**config.mk**
```make
export PLATFORM = sky130hd
export DESIGN_NAME = cpbm_ctrl
export DESIGN_NICKNAME = d
export VERILOG_FILES = /design/src/rtl/cpbm_pkg.sv /design/src/rtl/cpbm_ctrl.sv
export SDC_FILE = /design/constraint.sdc
export NUM_CORES = 1
export LEC_CHECK = 0
export BUFFER_PORTS_ARGS = -buffer_cell sky130_fd_sc_hd__clkbuf_2
export CAP_MARGIN = 30
export CORE_AREA = 2 2 39 41
export CTS_CLUSTER_DIAMETER = 200
export CTS_CLUSTER_SIZE = 24
export DETAILED_ROUTE_END_ITERATION = 12
export DIE_AREA = 0 0 41 43
export PLACE_DENSITY = 0.54
export SKIP_CTS_REPAIR_TIMING = 1
export SYNTH_ARGS = -nofsm -noshare
export SYNTH_HDL_FRONTEND = slang
export SYNTH_SLANG_ARGS = --single-unit
```
**constraint.sdc**
```tcl
create_clock -name clk -period 2.1 [get_ports clk]
set_clock_uncertainty 0.2 [all_clocks]
set_input_delay 0.315 -clock clk [delete_from_list [all_inputs] [get_ports clk]]
set_output_delay 0.315 -clock clk [all_outputs]
set_load 0.005 [all_outputs]
```
**src/rtl/cpbm_pkg.sv**
```systemverilog
`timescale 1ns / 1ps
`default_nettype none

package cpbm_pkg;

    localparam int SLOTS_DEF = 64;
    localparam int PAGE_W    = 32;
    localparam int SIU_W     = 7;
    localparam logic [SIU_W-1:0] SIU_RESET = 7'd64;

    typedef enum logic [2:0] {
        KIND_LOOKUP  = 3'd0,
        KIND_PRESENT = 3'd1,
        KIND_BATCH   = 3'd2,
        KIND_SLOTQ   = 3'd3,
        KIND_HIST    = 3'd4
    } kind_t;

    typedef enum logic [2:0] {
        ST_IDLE,
        ST_DECODE,
        ST_SCAN,
        ST_PLACE,
        ST_HWR,
        ST_RD,
        ST_DONE
    } state_t;

    // controller to datapath
    typedef struct packed {
        logic load;
        logic scan;
        logic place;
        logic hist_wr;
        logic finish;
    } ctrl_cmd_t;

    // datapath to controller
    typedef struct packed {
        kind_t kind;
        logic  batch_rej;
        logic  found;
        logic  scan_last;
    } ctrl_sts_t;

endpackage

`default_nettype wire

```
**src/rtl/cpbm_ctrl.sv**
```systemverilog
`timescale 1ns / 1ps
`default_nettype none

module cpbm_ctrl import cpbm_pkg::*;
(
    input  wire logic      clk,
    input  wire logic      rst_n,
    input  wire logic      start,
    output logic           busy,
    input  wire ctrl_sts_t sts,
    output ctrl_cmd_t      cmd
);

    state_t state_reg;
    state_t state_next;

    always_ff @(posedge clk or negedge rst_n)
    begin
        if (!rst_n)
        begin
            state_reg <= ST_IDLE;
        end
        else
        begin
            state_reg <= state_next;
        end
    end

    always_comb
    begin
        state_next = state_reg;
        cmd        = '0;
        busy       = 1'b1;
        case (state_reg)
            ST_IDLE:
            begin
                busy = 1'b0;
                if (start)
                begin
                    cmd.load   = 1'b1;
                    state_next = ST_DECODE;
                end
            end
            ST_DECODE:
            begin
                case (sts.kind)
                    KIND_LOOKUP, KIND_PRESENT: state_next = ST_SCAN;
                    KIND_BATCH:   state_next = sts.batch_rej ? ST_DONE : ST_SCAN;
                    KIND_SLOTQ, KIND_HIST: state_next = ST_RD;
                    default:      state_next = ST_DONE;
                endcase
            end
            ST_SCAN:
            begin
                cmd.scan = 1'b1;
                if (sts.scan_last)
                begin
                    if (sts.kind == KIND_PRESENT || (sts.kind == KIND_LOOKUP && sts.found))
                    begin
                        state_next = ST_DONE;
                    end
                    else
                    begin
                        state_next = ST_PLACE;
                    end
                end
            end
            ST_PLACE:
            begin
                cmd.place  = 1'b1;
                state_next = ST_HWR;
            end
            ST_HWR:
            begin
                cmd.hist_wr = 1'b1;
                state_next  = ST_DONE;
            end
            ST_RD:
            begin
                state_next = ST_DONE;
            end
            ST_DONE:
            begin
                cmd.finish = 1'b1;
                state_next = ST_IDLE;
            end
            default:
            begin
                state_next = ST_IDLE;
            end
        endcase
    end

endmodule

`default_nettype wire

```
---- Word level (Yosys, flattened, before mapping) ----
Cells that the tools add are included.
storage, ports and cells
  word-level logic and storage cells ...... 34
  bits in registers ....................... 3
  input port bits ......................... 9
  output and inout bits ................... 6
operators by class
  equality and inequality tests ........... 12
  mux-type cells .......................... 13
  reduce and logical (&&, ||, !) cells .... 8
operators by type and width
  operator                                       number
  case mux 3 bit (5 select lines)                1
  == test 3 x 2 -> 1 bit, second input constant  4
  == test 3 bit, second input constant           4
  two-way mux 3 bit                              4
  case mux 3 bit (3 select lines)                1
  two-way mux 1 bit                              7
  == test 3 x 1 -> 1 bit, second input constant  2
  logical NOT 3 bit                              2
  OR reduction 2 bit                             3
  != test 2 bit, second input constant           2
  AND reduction 2 bit                            1
  logical AND 1 bit                              1
  logical OR 1 bit                               1

---- Depth between registers and ports, before layout ----
  depth in word-level cells ............... 6
  mapped depth ............................ 4
  depth with buffers taken out ............ 3

---- Least setup slack after synthesis ----
Ideal clock, no wire load.
  path type ............................... flip-flop to output port
  start point ............................. reg state_reg[1]
  end point ............................... out cmd[4] in the netlist's numbering
  slack ................................... 0.538 ns
  buffers on the path ..................... 1
  data required time ...................... 1.585 ns
  stages on the path, launching flop included .. 4
  arrival time ............................ 1.047 ns
  cells stage by stage .................... dfrtp_1 clkbuf_1 or3_1 nor2_1
RTL lines
  item                    RTL line         text
  start, declared         cpbm_ctrl.sv:14  state_t state_reg;
  start signal, assigned  cpbm_ctrl.sv:25  state_reg <= state_next;
  end, declared           cpbm_ctrl.sv:11  output ctrl_cmd_t cmd

==> impl_metrics.ini <==
[status]
outcome = completed

[timing]
finalSetupViolations = 0
period_needed_ns = 1.84
rsz0062_at_grt = false
slew_viol_final = 0
finalCritPeriodShare = 0.877
fmax_ghz = 0.543
fin_setup_tns_ns = 0
finalHoldViolCount = 0
worst_pin_slew_ns = 0.378
whs_ns = 0.213
relSlewSlack = 0.748

[finish]
area_delta_synth_final_pct = 41.3
drive_above_1_share = 0.352
layout.nets = 64
stdcell_count = 70
fill_cells = 157
n_antenna_cell = 0
regArea_sq_um = 75.1
largest_register_ffs = 3
design_area_sq_um = 394
multi_input_area_sq_um = 185

[drt]
drtIter0Drc = 3
antenna_left = 0
first_pass_iters = 2
num_vias = 315
vias_per_cell = 4.50
wl_per_cell_um = 9.09
drcViolationCount = 0
routed_wl_um = 636

[global_routing]
grt_busiest_layer = met2
grt_max_degree = 16
met3_usage = 0.0209
use_met1 = 0.113
grt_pass1_wl_um = 1090
grt_pass1_vias = 279
grt.met2_usage = 0.131
grt-ovfl-total = 0
track_usage = 0.0905
antenna_found_initial = 0

[power_and_ir_drop]
seqPwrFrac = 0.323
switching_share = 0.417
p_leak_uw = 0.000186
combPwrFrac = 0.478
peakVddDrop_mv = 0.350
p_clk_frac = 0.199
power.switching_uw = 211
power.total_uw = 507
intPower_uw = 295
p_per_area_nw_per_um2 = 1290

[clock_tree]
root_buffer = clkbuf_4
numCtsBuffers = 3
clk_path_buf_depth = 2
clk_latency_ns = 0.23
clock-sinks = 3
clkTransAtPathRegs_ns = 0.04
cts_tree = built
ctsHtreeMaxLevel = 1

[critical_path]
cp-end-kind = output pin
rr_worst_depth = 3
cp_max_fo = 11
cp-start-kind = flop
timing.rr.end = state_reg[0]$_DFFE_PN0P_
reg2reg_from = state_reg[1]$_DFFE_PN0P_
cp_data_required_time_ns = 1.58
rrSetupSlack_ns = 0.66
crit_arrival_ns = 1.33
endpoint = cmd[4]
critical_path_class = reg2out
crit_start = state_reg[2]$_DFFE_PN0P_

[placed_design]
post_dp_cell_area_sq_um = 358
dp.cells = 65
portBuffers = 14
place_congestion = 0.701
dp_hpwl_um = 497

[flow_run]
maxCapViolations = 0

[logic_synthesis]
yosysUniqueCellTypes = 22
syn_inst = 38
ys_seq_elements = 3
yosys_warnings = 0
postSynthAreaPerCell_sq_um = 7.34
syn_nets = 47
synth_area_sq_um = 279
yosysSeqAreaShare = 0.269

[floorplanning]
core_sq_um = 1380
pin_count = 15
dieArea_sq_um = 1760
num_rows = 14
fp.dieH_um = 43
start_util = 0.202
die_w_um = 41

[worst_hold_path]
hold_path_class = in2async
==> worst min path at each step <==
stage | start | end | slack (ns) | cells after the start
global placement | rst_n | state_reg[0]$_DFFE_PN0P_ | -0.08 | 1
detailed placement | rst_n | state_reg[0]$_DFFE_PN0P_ | -0.09 | 1
finish | rst_n | state_reg[2]$_DFFE_PN0P_ | 0.21 | 2
global route | rst_n | state_reg[1]$_DFFE_PN0P_ | 0.22 | 2
CTS | rst_n | state_reg[2]$_DFFE_PN0P_ | -0.33 | 1
floorplan | rst_n | state_reg[0]$_DFFE_PN0P_ | -0.18 | 0
==> area by class of cell <==
type	count	share of cell area
Tap cell	16	0.0508
Inverter	2	0.0190
Multi-Input combinational cell	30	0.470
Sequential cell	3	0.190
Clock buffer	4	0.0667
Timing Repair Buffer	15	0.203
==> metal layers <==
metal | vias up | part of all wire
li1 | 167 | -
met1 | 132 | 0.48
met2 | 14 | 0.41
met3 | 2 | 0.088
met4 | 0 | 0.016
met5 | - | 0
==> metrics by stage <==
step	utilization	setup WS [ns]
finish	0.285	0.257
global route	0.285	0.114
CTS	0.278	0.244
detailed placement	0.259	0.498
global placement	0.259	0.517
floorplan	-	0.538
==> cell usage after synthesis, drive strengths merged <==
library cell  count  share of area
a21oi             3          0.054
nor4b             1          0.031
dfrtp             3           0.27
nor3b             3          0.081
a311oi            1          0.054
nand3             1          0.018
o311a             1          0.036
nand3b            1          0.027
clkbuf            3          0.040
nand2             2          0.027
or3               1          0.022
o21ai             4          0.072
inv               2          0.027
nor3              1          0.018
and3              1          0.022
nor2              5          0.067
o21a              2          0.054
nor2b             1          0.022
a21o              1          0.027
or3b              1          0.031
==> power by group through the flow <==
stage	registers, uW	clock network [uW]	logic [uW]
6_report	164	101	242
5_1_grt	179	112	277
4_1_cts	164	105	246
3_5_place_dp	165	0	245
3_3_place_gp	164	0	244
2_1_floorplan	103	0	231
==> kinds of logic (layout without fill, tap and decap cells) <==
group                  count (synthesis)  count (layout)  share of synthesized area
buffers and inverters                  5              21                     0.0672
AO/OA/AOI/OAI                         12              12                      0.296
flip-flops                             3               3                      0.269
AND/OR/NAND/NOR                       18              18                      0.368
==> critical path, stage by stage (launching register included) <==
cell	delay, ns
dfrtp_1	0.47
or3_1	0.42
nor2_1	0.09
clkbuf_2	0.11
==> placed cells by master, fill, tap and decap left out <==
cell type | Yosys | layout
nor4b_1 | 1 | 1
nand3_1 | 1 | 1
a21oi_1 | 3 | 3
dfrtp_1 | 3 | 3
clkbuf_2 | 0 | 14
nor3b_1 | 3 | 3
nand2_1 | 2 | 2
a21o_1 | 1 | 1
dlygate4sd3_1 | 0 | 1
o21ai_1 | 3 | 3
a311oi_2 | 1 | 1
nor3_1 | 1 | 1
nand3b_1 | 1 | 1
nor2_1 | 5 | 5
nor2b_1 | 1 | 1
clkbuf_1 | 3 | 1
and3_1 | 1 | 1
or3_1 | 1 | 1
o311a_1 | 1 | 1
inv_2 | 1 | 1
o21a_1 | 2 | 2
clkbuf_4 | 0 | 3
or3b_1 | 1 | 1
inv_1 | 1 | 1
o21ai_0 | 1 | 1
No activity file was read; power rests on OpenSTA's default activity.
