`src/rtl/cpbm_pkg.sv`:
```
`timescale 1ns / 1ps
`default_nettype none

package cpbm_pkg;

    localparam int SLOTS_DEF = 64;
    localparam int PAGE_W    = 32;
    localparam int SIU_W     = 7;
    localparam logic [SIU_W-1:0] SIU_RESET = 7'd64;

    typedef enum logic [2:0] {
        KIND_LOOKUP  = 3'd0,
        KIND_PRESENT = 3'd1,
        KIND_BATCH   = 3'd2,
        KIND_SLOTQ   = 3'd3,
        KIND_HIST    = 3'd4
    } kind_t;

    typedef enum logic [2:0] {
        ST_IDLE,
        ST_DECODE,
        ST_SCAN,
        ST_PLACE,
        ST_HWR,
        ST_RD,
        ST_DONE
    } state_t;

    // controller to datapath
    typedef struct packed {
        logic load;
        logic scan;
        logic place;
        logic hist_wr;
        logic finish;
    } ctrl_cmd_t;

    // datapath to controller
    typedef struct packed {
        kind_t kind;
        logic  batch_rej;
        logic  found;
        logic  scan_last;
    } ctrl_sts_t;

endpackage

`default_nettype wire

```
`src/rtl/cpbm_dpath.sv`:
```
`timescale 1ns / 1ps
`default_nettype none

module cpbm_dpath import cpbm_pkg::*;
#(
    parameter int SLOTS = SLOTS_DEF
)
(
    input  wire logic              clk,
    input  wire logic              rst_n,
    input  wire logic              cfg_wr_en,
    input  wire logic [SIU_W-1:0]  cfg_wr_data,
    input  wire logic [2:0]        kind,
    input  wire logic [PAGE_W-1:0] page_id,
    input  wire logic [6:0]        index,
    input  wire logic              first_of_batch,
    input  wire logic [15:0]       batch_size,
    input  wire ctrl_cmd_t         cmd,
    output ctrl_sts_t              sts,
    output logic                   done,
    output logic [5:0]             slot,
    output logic                   hit,
    output logic                   evicted_valid,
    output logic [PAGE_W-1:0]      evicted_page,
    output logic [PAGE_W-1:0]      page_out,
    output logic                   occupied,
    output logic [PAGE_W-1:0]      count,
    output logic                   rejected
);

    localparam int AW = $clog2(SLOTS);
    localparam int PW = $clog2(SLOTS + 1);
    localparam int NW = (PW > SIU_W) ? PW : SIU_W;

    // storage
    logic [PAGE_W-1:0] page_mem [SLOTS];
    logic [PAGE_W-1:0] hist_mem [SLOTS];
    logic [PAGE_W-1:0] page_rd_reg;
    logic [PAGE_W-1:0] hist_rd_reg;

    logic [SIU_W-1:0]  siu_reg;
    kind_t             kind_reg;
    logic [PAGE_W-1:0] page_reg;
    logic [6:0]        idx_reg;
    logic              first_reg;
    logic [15:0]       bsize_reg;
    logic [AW-1:0]     s_reg;

    logic [SLOTS-1:0]  valid_reg;
    logic [SLOTS-1:0]  live_reg;
    logic [SLOTS-1:0]  hist_vld_reg;
    logic [AW-1:0]     fp_reg;
    logic [PW-1:0]     run_pos_reg;
    logic [PAGE_W-1:0] last_reg;

    logic [AW:0]       scan_cnt_reg;
    logic              found_reg;
    logic [AW-1:0]     h_reg;
    logic [PAGE_W-1:0] evict_page_reg;
    logic              evict_vld_reg;
    logic [PW-1:0]     pos_reg;

    logic              done_reg;
    logic [5:0]        slot_reg;
    logic              hit_reg;
    logic              evicted_valid_reg;
    logic [PAGE_W-1:0] evicted_page_reg;
    logic [PAGE_W-1:0] page_out_reg;
    logic              occupied_reg;
    logic [PAGE_W-1:0] count_reg;
    logic              rejected_reg;

    // combinational
    logic [NW-1:0]     n_eff;
    logic [AW-1:0]     s_now;
    logic [NW-1:0]     s_inc;
    logic [AW-1:0]     fp_next;
    logic [31:0]       idx_w;
    logic [31:0]       idxm1_w;
    logic [AW-1:0]     idx_addr;
    logic [AW-1:0]     idxm1_addr;
    logic [AW:0]       cnt_m1;
    logic [AW-1:0]     cmp_idx;
    logic              cmp_vld;
    logic              match;
    logic              found_next;
    logic              run_brk;
    logic [PW-1:0]     pos_now;
    logic [PW-1:0]     run_pos_next;
    logic [AW-1:0]     page_raddr;
    logic [AW-1:0]     hist_raddr;
    logic [PAGE_W-1:0] hist_old;
    logic [PAGE_W-1:0] hist_new;
    logic              batch_rej;

    logic [5:0]        res_slot;
    logic              res_hit;
    logic              res_evv;
    logic [PAGE_W-1:0] res_evp;
    logic [PAGE_W-1:0] res_page;
    logic              res_occ;
    logic [PAGE_W-1:0] res_count;
    logic              res_rej;
    logic [31:0]       slot_w;

    // slots_in_use clamped to 1..SLOTS
    always_comb
    begin
        if (siu_reg == '0)
        begin
            n_eff = NW'(1);
        end
        else if (NW'(siu_reg) > NW'(SLOTS))
        begin
            n_eff = NW'(SLOTS);
        end
        else
        begin
            n_eff = NW'(siu_reg);
        end
    end

    assign s_now   = (NW'(fp_reg) >= n_eff) ? '0 : fp_reg;
    assign s_inc   = NW'(s_reg) + NW'(1);
    assign fp_next = (s_inc >= n_eff) ? '0 : s_inc[AW-1:0];

    assign idx_w      = 32'(idx_reg);
    assign idxm1_w    = 32'(idx_reg - 7'd1);
    assign idx_addr   = idx_w[AW-1:0];
    assign idxm1_addr = idxm1_w[AW-1:0];

    // scan: read issued for scan_cnt, compared in the cycle after
    assign cnt_m1     = scan_cnt_reg - (AW + 1)'(1);
    assign cmp_idx    = cnt_m1[AW-1:0];
    assign cmp_vld    = cmd.scan && (scan_cnt_reg != '0);
    assign match      = cmp_vld && live_reg[cmp_idx] && (page_rd_reg == page_reg);
    assign found_next = found_reg | match;

    assign run_brk = first_reg || (run_pos_reg == '0) || (page_reg != last_reg + 32'd1);
    assign pos_now = (kind_reg == KIND_BATCH && !run_brk) ? run_pos_reg : '0;
    assign run_pos_next = (kind_reg == KIND_BATCH)
                        ? ((pos_now == PW'(SLOTS)) ? pos_now : pos_now + PW'(1))
                        : '0;

    assign page_raddr = cmd.scan ? scan_cnt_reg[AW-1:0] : idx_addr;
    assign hist_raddr = (kind_reg == KIND_HIST) ? idxm1_addr : pos_now[AW-1:0];

    assign hist_old = hist_vld_reg[pos_reg[AW-1:0]] ? hist_rd_reg : '0;
    assign hist_new = (hist_old == '1) ? hist_old : hist_old + 32'd1;

    assign batch_rej = (bsize_reg == '0) || (32'(bsize_reg) > 32'(n_eff));

    assign sts.kind      = kind_reg;
    assign sts.batch_rej = batch_rej;
    assign sts.found     = found_next;
    assign sts.scan_last = (scan_cnt_reg == (AW + 1)'(SLOTS));

    // result of the finished item
    always_comb
    begin
        slot_w    = '0;
        res_hit   = 1'b0;
        res_evv   = 1'b0;
        res_evp   = '0;
        res_page  = '0;
        res_occ   = 1'b0;
        res_count = '0;
        res_rej   = 1'b0;
        case (kind_reg)
            KIND_LOOKUP:
            begin
                if (found_reg)
                begin
                    slot_w  = 32'(h_reg);
                    res_hit = 1'b1;
                end
                else
                begin
                    slot_w  = 32'(s_reg);
                    res_evv = evict_vld_reg;
                    res_evp = evict_vld_reg ? evict_page_reg : '0;
                end
            end
            KIND_PRESENT:
            begin
                if (found_reg)
                begin
                    slot_w  = 32'(h_reg);
                    res_hit = 1'b1;
                end
            end
            KIND_BATCH:
            begin
                if (batch_rej)
                begin
                    res_rej = 1'b1;
                end
                else
                begin
                    slot_w  = 32'(s_reg);
                    res_evv = evict_vld_reg;
                    res_evp = evict_vld_reg ? evict_page_reg : '0;
                end
            end
            KIND_SLOTQ:
            begin
                if (NW'(idx_reg) >= n_eff)
                begin
                    res_rej = 1'b1;
                end
                else if (valid_reg[idx_addr])
                begin
                    res_page = page_rd_reg;
                    res_occ  = 1'b1;
                end
            end
            KIND_HIST:
            begin
                if (NW'(idx_reg) > n_eff)
                begin
                    res_rej = 1'b1;
                end
                else if (idx_reg != '0 && hist_vld_reg[idxm1_addr])
                begin
                    res_count = hist_rd_reg;
                end
            end
            default:
            begin
                res_rej = 1'b0;
            end
        endcase
        res_slot = slot_w[5:0];
    end

    // memories
    always_ff @(posedge clk)
    begin
        page_rd_reg <= page_mem[page_raddr];
        if (cmd.place)
        begin
            page_mem[s_reg] <= page_reg;
        end
    end

    always_ff @(posedge clk)
    begin
        hist_rd_reg <= hist_mem[hist_raddr];
        if (cmd.hist_wr && pos_reg < PW'(SLOTS))
        begin
            hist_mem[pos_reg[AW-1:0]] <= hist_new;
        end
    end

    // control state
    always_ff @(posedge clk or negedge rst_n)
    begin
        if (!rst_n)
        begin
            siu_reg      <= SIU_RESET;
            valid_reg    <= '0;
            live_reg     <= '0;
            hist_vld_reg <= '0;
            fp_reg       <= '0;
            run_pos_reg  <= '0;
            last_reg     <= '0;
            scan_cnt_reg <= '0;
            found_reg    <= 1'b0;
            done_reg     <= 1'b0;
        end
        else
        begin
            done_reg <= cmd.finish;
            if (cfg_wr_en)
            begin
                siu_reg <= cfg_wr_data;
            end
            if (cmd.load)
            begin
                scan_cnt_reg <= '0;
                found_reg    <= 1'b0;
            end
            else if (cmd.scan)
            begin
                scan_cnt_reg <= scan_cnt_reg + (AW + 1)'(1);
                found_reg    <= found_next;
            end
            if (cmd.place)
            begin
                if (found_reg && h_reg != s_reg)
                begin
                    live_reg[h_reg] <= 1'b0;
                end
                valid_reg[s_reg] <= 1'b1;
                live_reg[s_reg]  <= 1'b1;
                fp_reg           <= fp_next;
                run_pos_reg      <= run_pos_next;
                last_reg         <= page_reg;
            end
            if (cmd.hist_wr && pos_reg < PW'(SLOTS))
            begin
                hist_vld_reg[pos_reg[AW-1:0]] <= 1'b1;
            end
        end
    end

    // item payload and scan results
    always_ff @(posedge clk)
    begin
        if (cmd.load)
        begin
            kind_reg  <= kind_t'(kind);
            page_reg  <= page_id;
            idx_reg   <= index;
            first_reg <= first_of_batch;
            bsize_reg <= batch_size;
            s_reg     <= s_now;
        end
        if (match && !found_reg)
        begin
            h_reg <= cmp_idx;
        end
        if (cmp_vld && cmp_idx == s_reg)
        begin
            evict_page_reg <= page_rd_reg;
        end
        if (cmd.place)
        begin
            evict_vld_reg <= valid_reg[s_reg] && live_reg[s_reg];
            pos_reg       <= pos_now;
        end
        if (cmd.finish)
        begin
            slot_reg          <= res_slot;
            hit_reg           <= res_hit;
            evicted_valid_reg <= res_evv;
            evicted_page_reg  <= res_evp;
            page_out_reg      <= res_page;
            occupied_reg      <= res_occ;
            count_reg         <= res_count;
            rejected_reg      <= res_rej;
        end
    end

    assign done          = done_reg;
    assign slot          = slot_reg;
    assign hit           = hit_reg;
    assign evicted_valid = evicted_valid_reg;
    assign evicted_page  = evicted_page_reg;
    assign page_out      = page_out_reg;
    assign occupied      = occupied_reg;
    assign count         = count_reg;
    assign rejected      = rejected_reg;

endmodule

`default_nettype wire

```
`config.mk`:
```
export PLATFORM = sky130hd
export DESIGN_NAME = cpbm_dpath
export DESIGN_NICKNAME = d
export VERILOG_FILES = /design/src/rtl/cpbm_pkg.sv /design/src/rtl/cpbm_dpath.sv
export SDC_FILE = /design/constraint.sdc
export NUM_CORES = 2
export LEC_CHECK = 0
export BUFFER_PORTS_ARGS = -buffer_cell sky130_fd_sc_hd__buf_2
export CORE_MARGIN = 2
export CORE_UTILIZATION = 39
export DETAILED_ROUTE_END_ITERATION = 16
export PLACE_DENSITY = 0.64
export SLEW_MARGIN = 10
export SYNTH_ARGS = -nofsm -noshare
export SYNTH_HDL_FRONTEND = slang
export SYNTH_SLANG_ARGS = --single-unit
```
`constraint.sdc`:
```
create_clock -name clk -period 16.7 [get_ports clk]
set_input_delay 2.505 -clock clk [delete_from_list [all_inputs] [get_ports clk]]
set_output_delay 2.505 -clock clk [all_outputs]
set_load 0.03 [all_outputs]
```
Word level (Yosys, flattened, before mapping):

Memories as Yosys holds them, arrays and structs flattened. A register that Yosys moved wholly into a read port is not among the register bits.
Cells that the tools add are included.

* register bits: 470
* latch bits: 0
* RAM bits: 4096
* ROM bits: 0
* bits of input ports: 74
* output and inout port bits: 113
* word-level logic and storage cells: 158
* memories: 2

* add/sub/neg operators: 7
* multipliers: 0
* divide/modulo/power cells: 0
* order comparisons: 16
* equal/unequal tests: 11
* shifts and indexed selects: 0
* muxes and demuxes: 55
* bitwise gates (word level): 10
* reductions and logical operators: 29

Memories
* hist_mem: words 64, width 32, rd ports 1, clocked after Yosys merged registers in 1, wr ports 1, line cpbm_dpath.sv:37 `logic [PAGE_W-1:0] hist_mem [SLOTS];`
* page_mem: words 64, width 32, rd ports 1, clocked after Yosys merged registers in 1, wr ports 1, line cpbm_dpath.sv:36 `logic [PAGE_W-1:0] page_mem [SLOTS];`

Operators with widths (count)
* 64-bit bitwise OR: 3
* 32-bit two-way mux: 5
* 64-bit two-way mux: 2
* 32-bit by 1-bit adder with 32-bit output (second input constant): 2
* 64-bit AND: 1
* 64-bit inverter: 1
* 32-bit one-hot mux with 2 select lines: 1
* 7-bit two-way mux: 7
* 6-bit by 7-bit less-than comparator with 1-bit output (second input constant): 6
* 1-bit binary-select mux with 6-bit select: 6
* 6-bit two-way mux: 6
* 32-bit equality test: 1
* 32-bit equality test (second input constant): 1
* 32-bit inequality test: 1
* 1-bit two-way mux: 22
* 1-bit demux with 6-bit select: 3
* 6-bit by 1-bit greater-or-equal comparator with 1-bit output (second input constant): 3
* 6-bit one-hot mux with 3 select lines: 1
* 16-bit by 7-bit greater-than comparator with 1-bit output: 1
* 16-bit logical NOT: 1
* 7-bit by 1-bit adder with 7-bit output (second input constant): 2
* 7-bit equality test (second input constant): 2
* 7-bit greater-or-equal comparator: 2
* 7-bit logical NOT: 2
* other kinds (23): 46

Longest topological paths before layout:

* depth after elaboration: 9
* depth in mapped cells: 20

Least setup slack after synthesis:

No wires, ideal clock.

* path type: input-to-reg
* start point: input cmd[3] (netlist name)
* end point: register evict_page_reg[0], enable pin
* setup time: 502 ps
* arrival time: 6467 ps
* data required time: 16198 ps
* slack: 9731 ps
* cell stages on the path: 5
* path buffers: 2
* path through: clkbuf_1 buf_1 o21a_1 nand4_1 nor4_1

* word-level cells in the longest chain between the ends: 2

Ends and longest elaborated chain
* from (decl): line cpbm_dpath.sv:18 `input wire ctrl_cmd_t cmd,`
* 1-bit logical AND: line cpbm_dpath.sv:135 `assign cmp_vld = cmd.scan && (scan_cnt_reg != '0);`
* 1-bit logical AND: line cpbm_dpath.sv:323 `if (cmp_vld && cmp_idx == s_reg)`
* to (signal assigned): line cpbm_dpath.sv:325 `evict_page_reg <= page_rd_reg;`
* to (decl): line cpbm_dpath.sv:59 `logic [PAGE_W-1:0] evict_page_reg;`

No other way between the ends.
A chain may end at the register's enable or synchronous reset.

==> PnR_summary.wiki <==
{| class="wikitable"
! Metric !! Value
|-
| Starting density of the core || 0.392
|-
| Number of register bits inferred by synthesis || 4630
|-
| Setup slack on the worst flop-to-flop path || around 9000 ps
|-
| Proportion of layout cells with a drive suffix above 1 || 0.181
|-
| Power share of the clock group || 0.390
|-
| GPL Wtd Cong || around 0.92
|-
| Cts-stage hold buffer count || 0
|-
| Final routed DRC violation total || 0
|-
| Top-level port count || approximately 190
|-
| Cell internal power dissipation || 0.0196 W
|-
| Number of nets produced by synthesis || between 10000 and 15000
|-
| Number of buffers added for setup after CTS || 0
|-
| Port Buffers || 186
|-
| Proportion of netlist area held by the largest area contributor || 0.712
|-
| Power dissipated by switching net loads || between 0.006 and 0.007 W
|-
| HPWL after detailed placement || just under 300 mm
|-
| Power share of the sequential group || 0.520
|-
| Required time of the worst setup path || between 10000 and 15000 ps
|-
| Post-CTS Resized || 0
|-
| Type of the tightest min-delay check || reg -> reg
|-
| Maximum number of buffers from clock root to sink || 4
|-
| Worst max-slew margin expressed relative to the limit || 0.0906
|-
| Setup violation total in the final timing report || 0
|-
| Startpoint of the worst hold path || valid_reg[38]$_DFFE_PN0P_
|-
| CTS Root Buffer Type || sky130_fd_sc_hd__clkbuf_16
|-
| Die Span X || just under 700 um
|-
| Net count, final || 11500
|-
| Part of the cycle the worst path needs || 0.472
|-
| Syn Area/Cell || approximately 16 um^2
|-
| Worst setup slack after placement || 8820 ps
|-
| Wirelength per Cell || about 31 um
|-
| Latest clock arrival within the worst-skew pair || approximately 1100 ps
|-
| Result of the run || completed
|-
| Die Height || roughly 690 um
|-
| Max-slew violation count || 0
|-
| Gate power share || 0.090
|-
| Count of maximum capacitance violations || 0
|-
| Synth Cell Area || around 0.18 mm^2
|-
| Top_reg_cell synth || sky130_fd_sc_hd__edfxtp_1
|-
| Sequential cell area fraction in the yosys report || 0.753
|-
| Total number of clock tree sinks || about 4600
|-
| Final setup slack of the worst path || just under 9000 ps
|-
| Initial DRT Pass Iterations || 6
|-
| Fmax || 0.127 GHz
|-
| Worst setup skew after layout || 102 ps
|-
| Relative area change from synthesis to final layout || 13.4%
|-
| Number of distinct standard cells referenced by the synthesized netlist || 79
|-
| Post-synthesis cell type with the largest combined area || sky130_fd_sc_hd__edfxtp_1
|-
| Gate count of the mapped netlist || approximately 11000
|-
| Worst Hold End || valid_reg[38]$_DFFE_PN0P_
|-
| Clock tree from TritonCTS || yes
|-
| Post-synth EDFFs || 4313
|-
| Number of cells after detailed placement || approximately 17000
|-
| Number of endpoints with negative hold slack in the final report || 0
|-
| Power density over cell area || 125 mW/mm^2
|-
| Post-detailed-route count of antenna-violating nets || 0
|-
| Leakage || around 67 nW
|-
| Switching part of the total || 0.243
|-
| Vias in the first global route || 103000
|-
| Origin of the critical flop-to-flop path || kind_reg[1]$_DFFE_PP_
|-
| GR Overflow Total || 0
|-
| First-pass GRT wire length || between 700 and 800 mm
|-
| Final core area utilization || 0.445
|-
| Die ar. || between 0.4 and 0.5 mm^2
|-
| Ranking of synthesized cells by area || sky130_fd_sc_hd__edfxtp_1, sky130_fd_sc_hd__mux4_2, sky130_fd_sc_hd__nand2_1, sky130_fd_sc_hd__dfrtp_1, sky130_fd_sc_hd__a21oi_1
|-
| Antenna violations before repair || 52
|-
| Clk pin slew, worst setup/hold paths || approximately 60 ps
|-
| Drt via density || approximately 6
|-
| Type of element capturing the critical path || primary output
|-
| Reg-to-Reg End || hist_rd_reg[0]$_DFF_P_
|-
| Clock buffer count from CTS || roughly 450
|-
| Worst Max-Slew Pin Slew || ~1400 ps
|-
| GRT Util Overall || 0.230
|-
| Total wire length || between 500 and 600 mm
|-
| Count of vias placed by the detailed router || about 110k
|-
| Fraction of synthesis flops using an asynchronous set or reset pin || 0.0546
|-
| Synthesis Warnings || 0
|-
| Peak fanout along the critical path || 23
|-
| Crit path kind || reg -> out
|-
| Crit path time final || 7880 ps
|-
| Fill cells || between 30000 and 40000
|-
| Core Rows || 250
|-
| Setup total negative slack || 0 ps
|-
| Arrival time of data at the critical path endpoint || 5370 ps
|-
| Worst hold path stage count || 1
|-
| Deepest level of the CTS H-tree || 5
|-
| Unrepaired setup endpoints after global routing || false
|-
| Placeable core region || approximately 0.46 mm^2
|-
| Worst hold slack after final layout || between 400 and 500 ps
|-
| Pin count of the biggest net entering global routing || about 220
|-
| Worst-case vdd ir drop || between 90 and 100 uV
|-
| Drt initial violations || 15900
|-
| Reg2Reg Depth || 15
|-
| Post-layout instance count excluding filler cells || approximately 18000
|-
| CP Launch Type || flip-flop
|}
## layout make-up
type,instances,area [um^2],area share
repair buffers,545,3930,0.0190
well taps,6174,7720,0.0374
clock buffers,613,12500,0.0605
multi-input cells,5747,42900,0.208
diodes,12,30.0,0.000145
clock inverters,234,2010,0.00973
flip-flops and latches,4630,137000,0.664
inverters,61,229,0.00111
## Yosys cell counts (42+ instances only)
| cell | number |
|---|---|
| sky130_fd_sc_hd__nand2b_1 | 42 |
| sky130_fd_sc_hd__buf_2 | 201 |
| sky130_fd_sc_hd__nand3_1 | 195 |
| sky130_fd_sc_hd__or2_2 | 112 |
| sky130_fd_sc_hd__o21ai_0 | 140 |
| sky130_fd_sc_hd__mux2_2 | 46 |
| sky130_fd_sc_hd__dfxtp_1 | 64 |
| sky130_fd_sc_hd__a22oi_1 | 586 |
| sky130_fd_sc_hd__and2_1 | 73 |
| sky130_fd_sc_hd__a32oi_1 | 205 |
| sky130_fd_sc_hd__a311oi_1 | 91 |
| sky130_fd_sc_hd__and3_1 | 111 |
| sky130_fd_sc_hd__nand2_1 | 1860 |
| sky130_fd_sc_hd__a31oi_1 | 45 |
| sky130_fd_sc_hd__a21oi_1 | 881 |
| sky130_fd_sc_hd__xor2_1 | 43 |
| sky130_fd_sc_hd__mux4_2 | 584 |
| sky130_fd_sc_hd__dfrtp_1 | 252 |
| sky130_fd_sc_hd__clkbuf_1 | 345 |
| sky130_fd_sc_hd__edfxtp_1 | 4313 |
| sky130_fd_sc_hd__xnor2_1 | 82 |
| sky130_fd_sc_hd__nor2_1 | 203 |
| sky130_fd_sc_hd__nand4_1 | 89 |
| sky130_fd_sc_hd__buf_1 | 127 |
| sky130_fd_sc_hd__inv_1 | 61 |
## metal layers
| layer | vias up | part of all wire | GRT usage |
|---|---|---|---|
| met2 | 6643 | 0.45 | 0.355 |
| met3 | 1181 | 0.12 | 0.0543 |
| met5 | - | 0.000072 | 0 |
| met1 | 56200 | 0.38 | 0.312 |
| li1 | 44300 | - | - |
| met4 | 6 | 0.049 | 0.0996 |
## critical path, stage by stage (launching register included)
cell,delay [ps]
sky130_fd_sc_hd__dfrtp_1,320
sky130_fd_sc_hd__buf_4,410
sky130_fd_sc_hd__inv_1,280
sky130_fd_sc_hd__ha_1,1050
sky130_fd_sc_hd__mux4_2,630
sky130_fd_sc_hd__mux4_2,470
sky130_fd_sc_hd__mux4_2,540
sky130_fd_sc_hd__nand4_1,150
sky130_fd_sc_hd__nand2b_1,200
sky130_fd_sc_hd__buf_2,260
## layout by cell type (no fill, tap or decap), types with 25 or more instances in the layout
cell,count
sky130_fd_sc_hd__clkbuf_8,36
sky130_fd_sc_hd__clkinv_1,84
sky130_fd_sc_hd__a22oi_1,586
sky130_fd_sc_hd__and3_1,108
sky130_fd_sc_hd__nand3_1,195
sky130_fd_sc_hd__o21ai_0,140
sky130_fd_sc_hd__mux4_2,584
sky130_fd_sc_hd__a21oi_1,876
sky130_fd_sc_hd__edfxtp_1,4313
sky130_fd_sc_hd__and2_1,73
sky130_fd_sc_hd__a32oi_1,205
sky130_fd_sc_hd__inv_1,45
sky130_fd_sc_hd__dfxtp_1,64
sky130_fd_sc_hd__xor2_1,39
sky130_fd_sc_hd__dfrtp_1,252
sky130_fd_sc_hd__nor2_1,68
sky130_fd_sc_hd__or2_2,112
sky130_fd_sc_hd__buf_2,182
sky130_fd_sc_hd__a22o_1,30
sky130_fd_sc_hd__xnor2_1,80
sky130_fd_sc_hd__clkbuf_1,115
sky130_fd_sc_hd__nand2_1,1860
sky130_fd_sc_hd__nor2_4,138
sky130_fd_sc_hd__a31oi_1,44
sky130_fd_sc_hd__mux2_2,42
sky130_fd_sc_hd__ha_1,36
sky130_fd_sc_hd__nand2b_1,42
sky130_fd_sc_hd__clkinv_2,84
sky130_fd_sc_hd__clkbuf_16,462
sky130_fd_sc_hd__nand4_1,89
sky130_fd_sc_hd__a311oi_1,85
sky130_fd_sc_hd__and4_1,25
sky130_fd_sc_hd__buf_4,339
sky130_fd_sc_hd__a221oi_1,26
## stage by stage
step	power [W]	instance area, um^2
3_5_place_dp	0.0159	192000
3_3_place_gp	0.0159	192000
4_1_cts	0.0259	206000
6_report	0.0258	206000
5_1_grt	0.0265	206000
2_1_floorplan	0.0150	182000
## power by group through the flow
| stage | combinational [W] | sequential [W] | clock (W) |
|---|---|---|---|
| final | 0.00232 | 0.0134 | 0.0101 |
| after detailed placement | 0.00228 | 0.0137 | 0 |
| after global placement | 0.00226 | 0.0137 | 0 |
| after CTS | 0.00229 | 0.0134 | 0.0101 |
| after floorplan | 0.00135 | 0.0136 | 0 |
| after global routing | 0.00246 | 0.0134 | 0.0106 |
## cells by family (layout without fill, tap and decap cells)
kind of cell | Yosys count | in the layout | synth area share
other | 0 | 12 | 0
AOI/OAI and AO/OA | 2071 | 2071 | 0.0737
xor gates and xnor gates | 125 | 125 | 0.00601
adders and majority gates | 37 | 37 | 0.00253
and+or+nand+nor | 2873 | 2873 | 0.0699
buffers and inverters | 781 | 1453 | 0.0188
muxes | 641 | 641 | 0.0757
DFF | 4630 | 4630 | 0.753
## worst max path at each step
stage / from / to / slack [ps] / cells past startpoint
3_5_place_dp: cmd[3] / page_rd_reg[16]$_DFF_P_ / 8820 / 11
4_1_cts: scan_cnt_reg[0]$_DFFE_PN0P_ / sts[1] / 8920 / 9
3_3_place_gp: cmd[3] / page_rd_reg[27]$_DFF_P_ / 8560 / 10
6_report: scan_cnt_reg[0]$_DFFE_PN0P_ / sts[1] / 8820 / 9
5_1_grt: scan_cnt_reg[0]$_DFFE_PN0P_ / sts[1] / 8780 / 9
2_1_floorplan: cmd[3] / evict_page_reg[0]$_DFFE_PP_ / 9730 / 5
No activity file was read; power rests on OpenSTA's default activity.
